### src/rtl/sitdr_pkg.sv
// Shared types and constants for the signed-integer display register writer.
package sitdr_pkg;

    // Display driver register map and glyph codes
    localparam logic [7:0] DECODE_REG_ADDR = 8'd9;
    localparam logic [7:0] MINUS_GLYPH     = 8'd10;
    localparam logic [7:0] CODE_B_MODE     = 8'hFF;
    localparam logic [3:0] MAX_POSITION    = 4'd8;

    // Width of the input value and of its decimal form
    localparam int VALUE_W   = 32;
    localparam int NUM_DIGITS = 10;
    localparam int BCD_W     = 4 * NUM_DIGITS;

    // One classified number as it waits between front and back
    typedef struct packed {
        logic [3:0]         pos;
        logic               negative;
        logic [VALUE_W-1:0] mag;
    } sitdr_item_t;

endpackage

### src/rtl/signed_int_to_digit_register_writes.sv
// Top level of the signed-integer display register writer.
// Each accepted number becomes a run of display-driver register writes: decode
// mode to code-B, a minus glyph for negative values when a position is left,
// the decimal digits most significant first at positions counting down (digits
// past position 0 are dropped), and a closing write of the configured decode
// mode that carries the leftover position and has last set. A number leaves
// the queue, passes through the shift-add-3 converter (four bits per cycle),
// and then the single write sequencer sends its writes in order, each one held
// while the output is stalled, with a DIGIT step that writes nothing when the
// positions run out before the digits do or no position is left after the
// open or minus write. Up to QUEUE_DEPTH numbers wait ahead of the sequencer.
// The decode-mode register is always ready and resets to 0xFF.
module signed_int_to_digit_register_writes #(
    parameter int QUEUE_DEPTH = 2
) (
    input  logic                clk,
    input  logic                rst_n,
    input  logic                in_valid,
    output logic                in_stall,
    input  logic [3:0]          start_position,
    input  logic signed [31:0]  value,
    output logic                out_valid,
    input  logic                out_stall,
    output logic [7:0]          reg_address,
    output logic [7:0]          reg_data,
    output logic [3:0]          next_position,
    output logic                last,
    input  logic                cfg_valid,
    output logic                cfg_ready,
    input  logic [7:0]          decode_mode_restore
);
    import sitdr_pkg::*;

    logic        cfg_write;
    logic [7:0]  restore_mode_reg, restore_mode_next;
    logic        q_full;
    logic        q_push;
    logic        q_pop;
    logic        q_not_empty;
    sitdr_item_t push_item;
    sitdr_item_t pop_item;

    // Configuration register: always ready
    assign cfg_ready   = 1'b1;
    assign cfg_write   = cfg_valid && cfg_ready;
    assign restore_mode_next = cfg_write ? decode_mode_restore : restore_mode_reg;

    always_ff @(posedge clk or negedge rst_n)
    begin
        if (!rst_n)
        begin
            restore_mode_reg <= CODE_B_MODE;
        end
        else
        begin
            restore_mode_reg <= restore_mode_next;
        end
    end

    sitdr_front u_front (
        .in_valid       (in_valid),
        .in_stall       (in_stall),
        .start_position (start_position),
        .value          (value),
        .q_full         (q_full),
        .q_push         (q_push),
        .q_item         (push_item)
    );

    sitdr_queue #(
        .DEPTH (QUEUE_DEPTH)
    ) u_queue (
        .clk       (clk),
        .rst_n     (rst_n),
        .push      (q_push),
        .push_item (push_item),
        .full      (q_full),
        .pop       (q_pop),
        .pop_item  (pop_item),
        .not_empty (q_not_empty)
    );

    sitdr_back u_back (
        .clk           (clk),
        .rst_n         (rst_n),
        .q_not_empty   (q_not_empty),
        .q_item        (pop_item),
        .q_pop         (q_pop),
        .restore_mode  (restore_mode_reg),
        .out_valid     (out_valid),
        .out_stall     (out_stall),
        .reg_address   (reg_address),
        .reg_data      (reg_data),
        .next_position (next_position),
        .last          (last)
    );

endmodule

### src/rtl/sitdr_front.sv
// Front end: takes input transfers, clamps the position and forms sign and magnitude.
module sitdr_front (
    input  logic                     in_valid,
    output logic                     in_stall,
    input  logic [3:0]               start_position,
    input  logic signed [31:0]       value,
    input  logic                     q_full,
    output logic                     q_push,
    output sitdr_pkg::sitdr_item_t   q_item
);
    import sitdr_pkg::*;

    logic                negative;
    logic [VALUE_W-1:0]  raw;

    // Hold the producer while the queue has no room
    assign in_stall = q_full;
    assign q_push   = in_valid && !q_full;

    // Classify: clamp position, split sign and magnitude
    assign raw      = VALUE_W'(value);
    assign negative = raw[VALUE_W-1];

    always_comb
    begin
        q_item.pos      = (start_position > MAX_POSITION) ? MAX_POSITION : start_position;
        q_item.negative = negative;
        q_item.mag      = negative ? (VALUE_W'(0) - raw) : raw;
    end

endmodule

### src/rtl/sitdr_queue.sv
// Small FIFO of classified numbers between the front end and the write sequencer.
module sitdr_queue #(
    parameter int DEPTH = 2
) (
    input  logic                   clk,
    input  logic                   rst_n,
    input  logic                   push,
    input  sitdr_pkg::sitdr_item_t push_item,
    output logic                   full,
    input  logic                   pop,
    output sitdr_pkg::sitdr_item_t pop_item,
    output logic                   not_empty
);
    import sitdr_pkg::*;

    localparam int PTR_W = (DEPTH > 1) ? $clog2(DEPTH) : 1;
    localparam int CNT_W = $clog2(DEPTH + 1);
    localparam logic [PTR_W-1:0] LAST_PTR = PTR_W'(DEPTH - 1);
    localparam logic [CNT_W-1:0] FULL_CNT = CNT_W'(DEPTH);

    sitdr_item_t      mem [DEPTH];
    logic [PTR_W-1:0] wr_ptr_reg, wr_ptr_next;
    logic [PTR_W-1:0] rd_ptr_reg, rd_ptr_next;
    logic [CNT_W-1:0] count_reg, count_next;

    assign full      = (count_reg == FULL_CNT);
    assign not_empty = (count_reg != '0);
    assign pop_item  = mem[rd_ptr_reg];

    // Advance pointers and count on each transfer
    always_comb
    begin
        wr_ptr_next = wr_ptr_reg;
        rd_ptr_next = rd_ptr_reg;
        count_next  = count_reg;
        if (push)
        begin
            wr_ptr_next = (wr_ptr_reg == LAST_PTR) ? '0 : wr_ptr_reg + PTR_W'(1);
        end
        if (pop)
        begin
            rd_ptr_next = (rd_ptr_reg == LAST_PTR) ? '0 : rd_ptr_reg + PTR_W'(1);
        end
        if (push && !pop)
        begin
            count_next = count_reg + CNT_W'(1);
        end
        else if (pop && !push)
        begin
            count_next = count_reg - CNT_W'(1);
        end
    end

    always_ff @(posedge clk or negedge rst_n)
    begin
        if (!rst_n)
        begin
            wr_ptr_reg <= '0;
            rd_ptr_reg <= '0;
            count_reg  <= '0;
        end
        else
        begin
            wr_ptr_reg <= wr_ptr_next;
            rd_ptr_reg <= rd_ptr_next;
            count_reg  <= count_next;
        end
    end

    // Store entries
    always_ff @(posedge clk)
    begin
        if (push)
        begin
            mem[wr_ptr_reg] <= push_item;
        end
    end

endmodule

### src/rtl/sitdr_back.sv
// Back end: converts the magnitude to decimal and sequences the register writes.
module sitdr_back (
    input  logic                   clk,
    input  logic                   rst_n,
    input  logic                   q_not_empty,
    input  sitdr_pkg::sitdr_item_t q_item,
    output logic                   q_pop,
    input  logic [7:0]             restore_mode,
    output logic                   out_valid,
    input  logic                   out_stall,
    output logic [7:0]             reg_address,
    output logic [7:0]             reg_data,
    output logic [3:0]             next_position,
    output logic                   last
);
    import sitdr_pkg::*;

    // Sequencer states
    localparam logic [2:0] ST_IDLE  = 3'd0;
    localparam logic [2:0] ST_CONV  = 3'd1;
    localparam logic [2:0] ST_OPEN  = 3'd2;
    localparam logic [2:0] ST_MINUS = 3'd3;
    localparam logic [2:0] ST_DIGIT = 3'd4;
    localparam logic [2:0] ST_CLOSE = 3'd5;

    // Shift-add-3 conversion, four bits per cycle
    localparam int BITS_PER_CYCLE = 4;
    localparam int CONV_CYCLES    = VALUE_W / BITS_PER_CYCLE;
    localparam int CNT_W          = $clog2(CONV_CYCLES);
    localparam logic [CNT_W-1:0] CNT_LAST = CNT_W'(CONV_CYCLES - 1);

    logic [2:0]         state_reg, state_next;
    logic [CNT_W-1:0]   cnt_reg, cnt_next;
    logic [VALUE_W-1:0] bin_reg, bin_next;
    logic [BCD_W-1:0]   bcd_reg, bcd_next;
    logic [3:0]         pos_reg, pos_next;
    logic               neg_reg, neg_next;
    logic [3:0]         dig_reg, dig_next;

    logic               out_valid_reg, out_valid_next;
    logic [7:0]         addr_reg, addr_next;
    logic [7:0]         data_reg, data_next;
    logic [3:0]         npos_reg, npos_next;
    logic               last_reg, last_next;

    logic               out_free;
    logic [VALUE_W-1:0] bin_step;
    logic [BCD_W-1:0]   bcd_step;
    logic [3:0]         msd;
    logic [3:0]         cur_digit;

    assign out_valid     = out_valid_reg;
    assign reg_address   = addr_reg;
    assign reg_data      = data_reg;
    assign next_position = npos_reg;
    assign last          = last_reg;

    // Output slot can take a new write when empty or being drained
    assign out_free  = !out_valid_reg || !out_stall;
    assign cur_digit = bcd_reg[{dig_reg, 2'b00} +: 4];

    // Four dependent shift-add-3 steps
    always_comb
    begin
        bin_step = bin_reg;
        bcd_step = bcd_reg;
        for (int s = 0; s < BITS_PER_CYCLE; s++)
        begin
            for (int i = 0; i < NUM_DIGITS; i++)
            begin
                if (bcd_step[4*i +: 4] >= 4'd5)
                begin
                    bcd_step[4*i +: 4] = bcd_step[4*i +: 4] + 4'd3;
                end
            end
            bcd_step = {bcd_step[BCD_W-2:0], bin_step[VALUE_W-1]};
            bin_step = {bin_step[VALUE_W-2:0], 1'b0};
        end
    end

    // Find the most significant nonzero digit; zero shows one digit
    always_comb
    begin
        msd = 4'd0;
        for (int i = 1; i < NUM_DIGITS; i++)
        begin
            if (bcd_reg[4*i +: 4] != 4'd0)
            begin
                msd = 4'(i);
            end
        end
    end

    // Sequence: convert, open, optional minus, digits, close
    always_comb
    begin
        state_next     = state_reg;
        cnt_next       = cnt_reg;
        bin_next       = bin_reg;
        bcd_next       = bcd_reg;
        pos_next       = pos_reg;
        neg_next       = neg_reg;
        dig_next       = dig_reg;
        out_valid_next = out_valid_reg;
        addr_next      = addr_reg;
        data_next      = data_reg;
        npos_next      = npos_reg;
        last_next      = last_reg;
        q_pop          = 1'b0;

        // Drop the write once it is transferred
        if (out_valid_reg && !out_stall)
        begin
            out_valid_next = 1'b0;
        end

        case (state_reg)
            ST_IDLE:
            begin
                if (q_not_empty)
                begin
                    q_pop      = 1'b1;
                    bin_next   = q_item.mag;
                    bcd_next   = '0;
                    pos_next   = q_item.pos;
                    neg_next   = q_item.negative;
                    cnt_next   = '0;
                    state_next = ST_CONV;
                end
            end
            ST_CONV:
            begin
                bin_next = bin_step;
                bcd_next = bcd_step;
                cnt_next = cnt_reg + CNT_W'(1);
                if (cnt_reg == CNT_LAST)
                begin
                    state_next = ST_OPEN;
                end
            end
            ST_OPEN:
            begin
                dig_next = msd;
                if (out_free)
                begin
                    out_valid_next = 1'b1;
                    addr_next      = DECODE_REG_ADDR;
                    data_next      = CODE_B_MODE;
                    npos_next      = 4'd0;
                    last_next      = 1'b0;
                    state_next     = (neg_reg && pos_reg != 4'd0) ? ST_MINUS : ST_DIGIT;
                end
            end
            ST_MINUS:
            begin
                if (out_free)
                begin
                    out_valid_next = 1'b1;
                    addr_next      = {4'd0, pos_reg};
                    data_next      = MINUS_GLYPH;
                    npos_next      = 4'd0;
                    last_next      = 1'b0;
                    pos_next       = pos_reg - 4'd1;
                    state_next     = ST_DIGIT;
                end
            end
            ST_DIGIT:
            begin
                if (pos_reg == 4'd0)
                begin
                    state_next = ST_CLOSE;
                end
                else if (out_free)
                begin
                    out_valid_next = 1'b1;
                    addr_next      = {4'd0, pos_reg};
                    data_next      = {4'd0, cur_digit};
                    npos_next      = 4'd0;
                    last_next      = 1'b0;
                    pos_next       = pos_reg - 4'd1;
                    if (dig_reg == 4'd0)
                    begin
                        state_next = ST_CLOSE;
                    end
                    else
                    begin
                        dig_next = dig_reg - 4'd1;
                    end
                end
            end
            ST_CLOSE:
            begin
                if (out_free)
                begin
                    out_valid_next = 1'b1;
                    addr_next      = DECODE_REG_ADDR;
                    data_next      = restore_mode;
                    npos_next      = pos_reg;
                    last_next      = 1'b1;
                    state_next     = ST_IDLE;
                end
            end
            default:
            begin
                state_next = ST_IDLE;
            end
        endcase
    end

    // Control state
    always_ff @(posedge clk or negedge rst_n)
    begin
        if (!rst_n)
        begin
            state_reg     <= ST_IDLE;
            out_valid_reg <= 1'b0;
        end
        else
        begin
            state_reg     <= state_next;
            out_valid_reg <= out_valid_next;
        end
    end

    // Datapath and output payload
    always_ff @(posedge clk)
    begin
        cnt_reg  <= cnt_next;
        bin_reg  <= bin_next;
        bcd_reg  <= bcd_next;
        pos_reg  <= pos_next;
        neg_reg  <= neg_next;
        dig_reg  <= dig_next;
        addr_reg <= addr_next;
        data_reg <= data_next;
        npos_reg <= npos_next;
        last_reg <= last_next;
    end

endmodule

### config.mk
export PLATFORM = sky130hd
export DESIGN_NAME = signed_int_to_digit_register_writes
export DESIGN_NICKNAME = d
export VERILOG_FILES = /design/src/rtl/sitdr_pkg.sv /design/src/rtl/signed_int_to_digit_register_writes.sv /design/src/rtl/sitdr_front.sv /design/src/rtl/sitdr_queue.sv /design/src/rtl/sitdr_back.sv
export SDC_FILE = /design/constraint.sdc
export NUM_CORES = 1
export LEC_CHECK = 0
export ABC_CLOCK_PERIOD_IN_PS = 4900
export BUFFER_PORTS_ARGS = -buffer_cell sky130_fd_sc_hd__buf_2
export CORE_MARGIN = 3
export CORE_UTILIZATION = 62
export DETAILED_ROUTE_END_ITERATION = 8
export PLACE_DENSITY = 0.89
export SYNTH_ARGS = -nofsm -noshare
export SYNTH_HDL_FRONTEND = slang
export SYNTH_SLANG_ARGS = --single-unit
### constraint.sdc
create_clock -name clk -period 4.9 [get_ports clk]
set_input_delay 0.49 -clock clk [delete_from_list [all_inputs] [get_ports clk]]
set_output_delay 0.49 -clock clk [all_outputs]
set_load 0.02 [all_outputs]
==> results_dict.tcl <==
set metrics [dict create \
    portBuffers 71 \
    grt_overflow_total 0 \
    drt-total-wl_mm 26.8 \
    drt_iter0_markers 967 \
    arrival_ns 4.30 \
    cts_resized 0 \
    cts_tree "built" \
    drive_gt1_share_pct 14.2 \
    fin_nets 1380 \
    path_class "flop to flop" \
    cp-end-kind "flop" \
    rows 51 \
    slew_headroom_pct 24.8 \
    worstSetupStartpointType "flop" \
    fp.dieW_um 149 \
    report.final.slew_viol_count 0 \
    synth_top_cell_by_area "edfxtp_1" \
    die_h_um 149 \
    cpMaxStageDelayCell "xnor2_1" \
    synth_edf_count 179 \
    routedWlPerCell_um 17.2 \
    grt_pass1_vias 9322 \
    finalClockSkew_ns 0.0117 \
    rsz0062_at_grt "no" \
    ys_seq_elements 195 \
    vias_per_cell 6.39 \
    yosysWarningCount 0 \
    reg2reg_depth 13 \
    fmax_ghz 0.248 \
    critPathMaxFanout 5 \
    fin_crit_ns 4.04 \
    yosysUniqueCellTypes 73 \
    synth_area_leaders "edfxtp_1 (43%), mux2i_1 (4.8%), ha_1 (4.6%)" \
    path_clk_slew_ns 0.08 \
    tns_ns 0 \
    grt_usage_pct 24.0 \
    grt_max_degree 82 \
    worstPathRequired_ns 5.17 \
    worstHoldStart "value[0]" \
    final.period_utilization_pct 82.4 \
    gp_congestion 0.912 \
    synth_seq_area_share_pct 45.9 \
    largest_register_ffs 74 \
    synth.net_count 1334 \
    hold_path_class "input port to flop" \
    syn-mean-instance-area_um2 10.2 \
    hpwl_mm 18.5 \
    r2r_slack_ns 0.86 \
    ant_nets 0 \
    cts.htree.levels 4 \
    async_reset_ff_share_pct 8.21 \
    cp_slowest_stage_delay_ns 0.52 \
    critPathBufInv 2 \
    ios 73 \
    setup_violations 0 \
    clock-sinks 195 \
    dieArea_mm2 0.0221 \
    rr_endpoint "u_back.bcd_reg[26]" \
    start_util_pct 64.0 \
    grt_pass1_wl_mm 43.3 \
    synth-main-ff-cell "edfxtp_1" \
    drc 0 \
    antenna_found_initial 0 \
    min_path_cells 1 \
    tightestPinTransition_ns 1.13 \
    worstPathCellList "inv_1 -> ha_1 -> nand2b_1 -> a21oi_1 -> mux2i_1 -> o21ai_0 -> xnor2_1 -> inv_1 -> ha_1 -> o21ai_0 -> a31oi_1 -> or2_2 -> a311oi_1" \
    clk_root_buffer_cell "clkbuf_16" \
    drv_cap 0 \
    synth.top_cell.area_share_pct 42.6 \
    synthCells 1239 \
    whs_endpoint "u_queue.mem[0][0]" \
    ctsLongestPathBuffers 2 \
    via_count 9990 \
    post-cts-setup-buffers 0 \
    diodes 0 \
    hold_viol 0 \
    clk_latency_ns 0.43 \
    syn_area_mm2 0.0126 \
    cp_top_family "compound AO/OA/AOI/OAI gates" \
    status "finished clean" \
    r2r_start "u_back.bcd_reg[21]" \
    drt_first_pass_iters 6 \
    core_mm2 0.0197 \
    area_growth_pct 9.42 \
    cts_buffers 17 \
]
==> kinds of logic (layout without fill, tap and decap cells) <==
logic type | Yosys count | count (layout) | share of synthesized area, %
adders and majority gates | 46 | 46 | 4.56
and+or+nand+nor | 328 | 328 | 13.2
muxes | 90 | 90 | 8.15
buffers and inverters | 118 | 177 | 3.54
other | 1 | 1 | 0.0297
xor gates and xnor gates | 71 | 71 | 4.99
DFF | 195 | 195 | 45.9
AOI/OAI and AO/OA | 390 | 390 | 19.6
==> cells in the final DEF (no fill, tap or decap), drive strengths merged, types with 10 or more instances in the layout <==
master / count
edfxtp: 179
a21oi: 108
o21ai: 108
nand2: 106
buf: 77
inv: 73
xnor2: 64
mux2i: 60
nor2: 53
ha: 46
a211oi: 26
a31oi: 26
nor3: 23
mux2: 22
nor3b: 22
nand2b: 19
nand3: 18
or3: 18
clkbuf: 17
o211ai: 16
and3: 14
o21a: 13
o31ai: 12
and2: 12
or2: 11
nor2b: 11
a31o: 11
a211o: 10
==> final cells by class <==
cell class / count / area (µm²)
tap: 265 / 332
multi-input combinational: 926 / 6400
clock buffer: 17 / 425
clock inverter: 15 / 183
timing repair buffer: 78 / 423
sequential: 195 / 5790
inverter: 67 / 251
fill: 1331 / 5910
==> Yosys cell counts (24+ instances only) <==
cell and number:
a211oi_1 26, a21oi_1 106, ha_1 46, mux2i_1 60, xnor2_1 63, nor2_1 53
clkbuf_1 46, a31oi_1 24, edfxtp_1 179, o21ai_0 97, nand2_1 106, inv_1 66
==> metrics by stage <==
step / cells / area (µm²) / util [%] / setup WS, ns / hold WS, ns
finish: 1563 / 13800 / 70.0 / 0.862 / 0.271
global route: 1563 / 13800 / 70.0 / 0.520 / 0.269
CTS: 1563 / 13800 / 70.0 / 0.952 / 0.260
detailed placement: 1530 / 13200 / 66.9 / 0.982 / 0.422
global placement: 1530 / 13200 / 66.9 / 1.19 / 0.424
floorplan: 1239 / 12600 / - / 1.40 / 0.194
==> worst reg2reg max path, stage by stage (launching register included) <==
cell	delay [ns]
edfxtp_1	0.45
inv_1	0.15
ha_1	0.29
nand2b_1	0.11
a21oi_1	0.33
mux2i_1	0.43
o21ai_0	0.19
xnor2_1	0.52
inv_1	0.18
ha_1	0.23
o21ai_0	0.22
a31oi_1	0.17
or2_2	0.35
a311oi_1	0.25
==> how the worst max path moves through the flow <==
stage / from / endpoint / slack [ns] / depth (start not counted)
2_1_floorplan: u_back.bcd_reg[4] / u_back.bcd_reg[7] / 1.40 / 17
3_3_place_gp: u_back.bcd_reg[21] / u_back.bcd_reg[26] / 1.19 / 13
3_5_place_dp: u_back.bcd_reg[9] / u_back.bcd_reg[10] / 0.98 / 15
4_1_cts: u_back.bcd_reg[8] / u_back.bcd_reg[10] / 0.95 / 15
5_1_grt: u_back.bcd_reg[21] / u_back.bcd_reg[25] / 0.52 / 13
6_report: u_back.bcd_reg[21] / u_back.bcd_reg[26] / 0.86 / 13
==> timing repair <==
action,CTS,global route
setup endpoints to repair,0,0
hold endpoints to repair,8,0
hold buffers,1,0
==> per-layer routing <==
| metal | track usage, % | vias up | share of wire (%) |
|---|---|---|---|
| met4 | 9.15 | 0 | 2.3 |
| met5 | 0 | - | 0 |
| met2 | 41.8 | 362 | 50 |
| li1 | - | 4780 | - |
| met3 | 3.75 | 61 | 5.8 |
| met1 | 30.1 | 4787 | 41 |
Power is not shown: default switching activity piles up to over one toggle a cycle in this logic, so the estimate is an artifact.
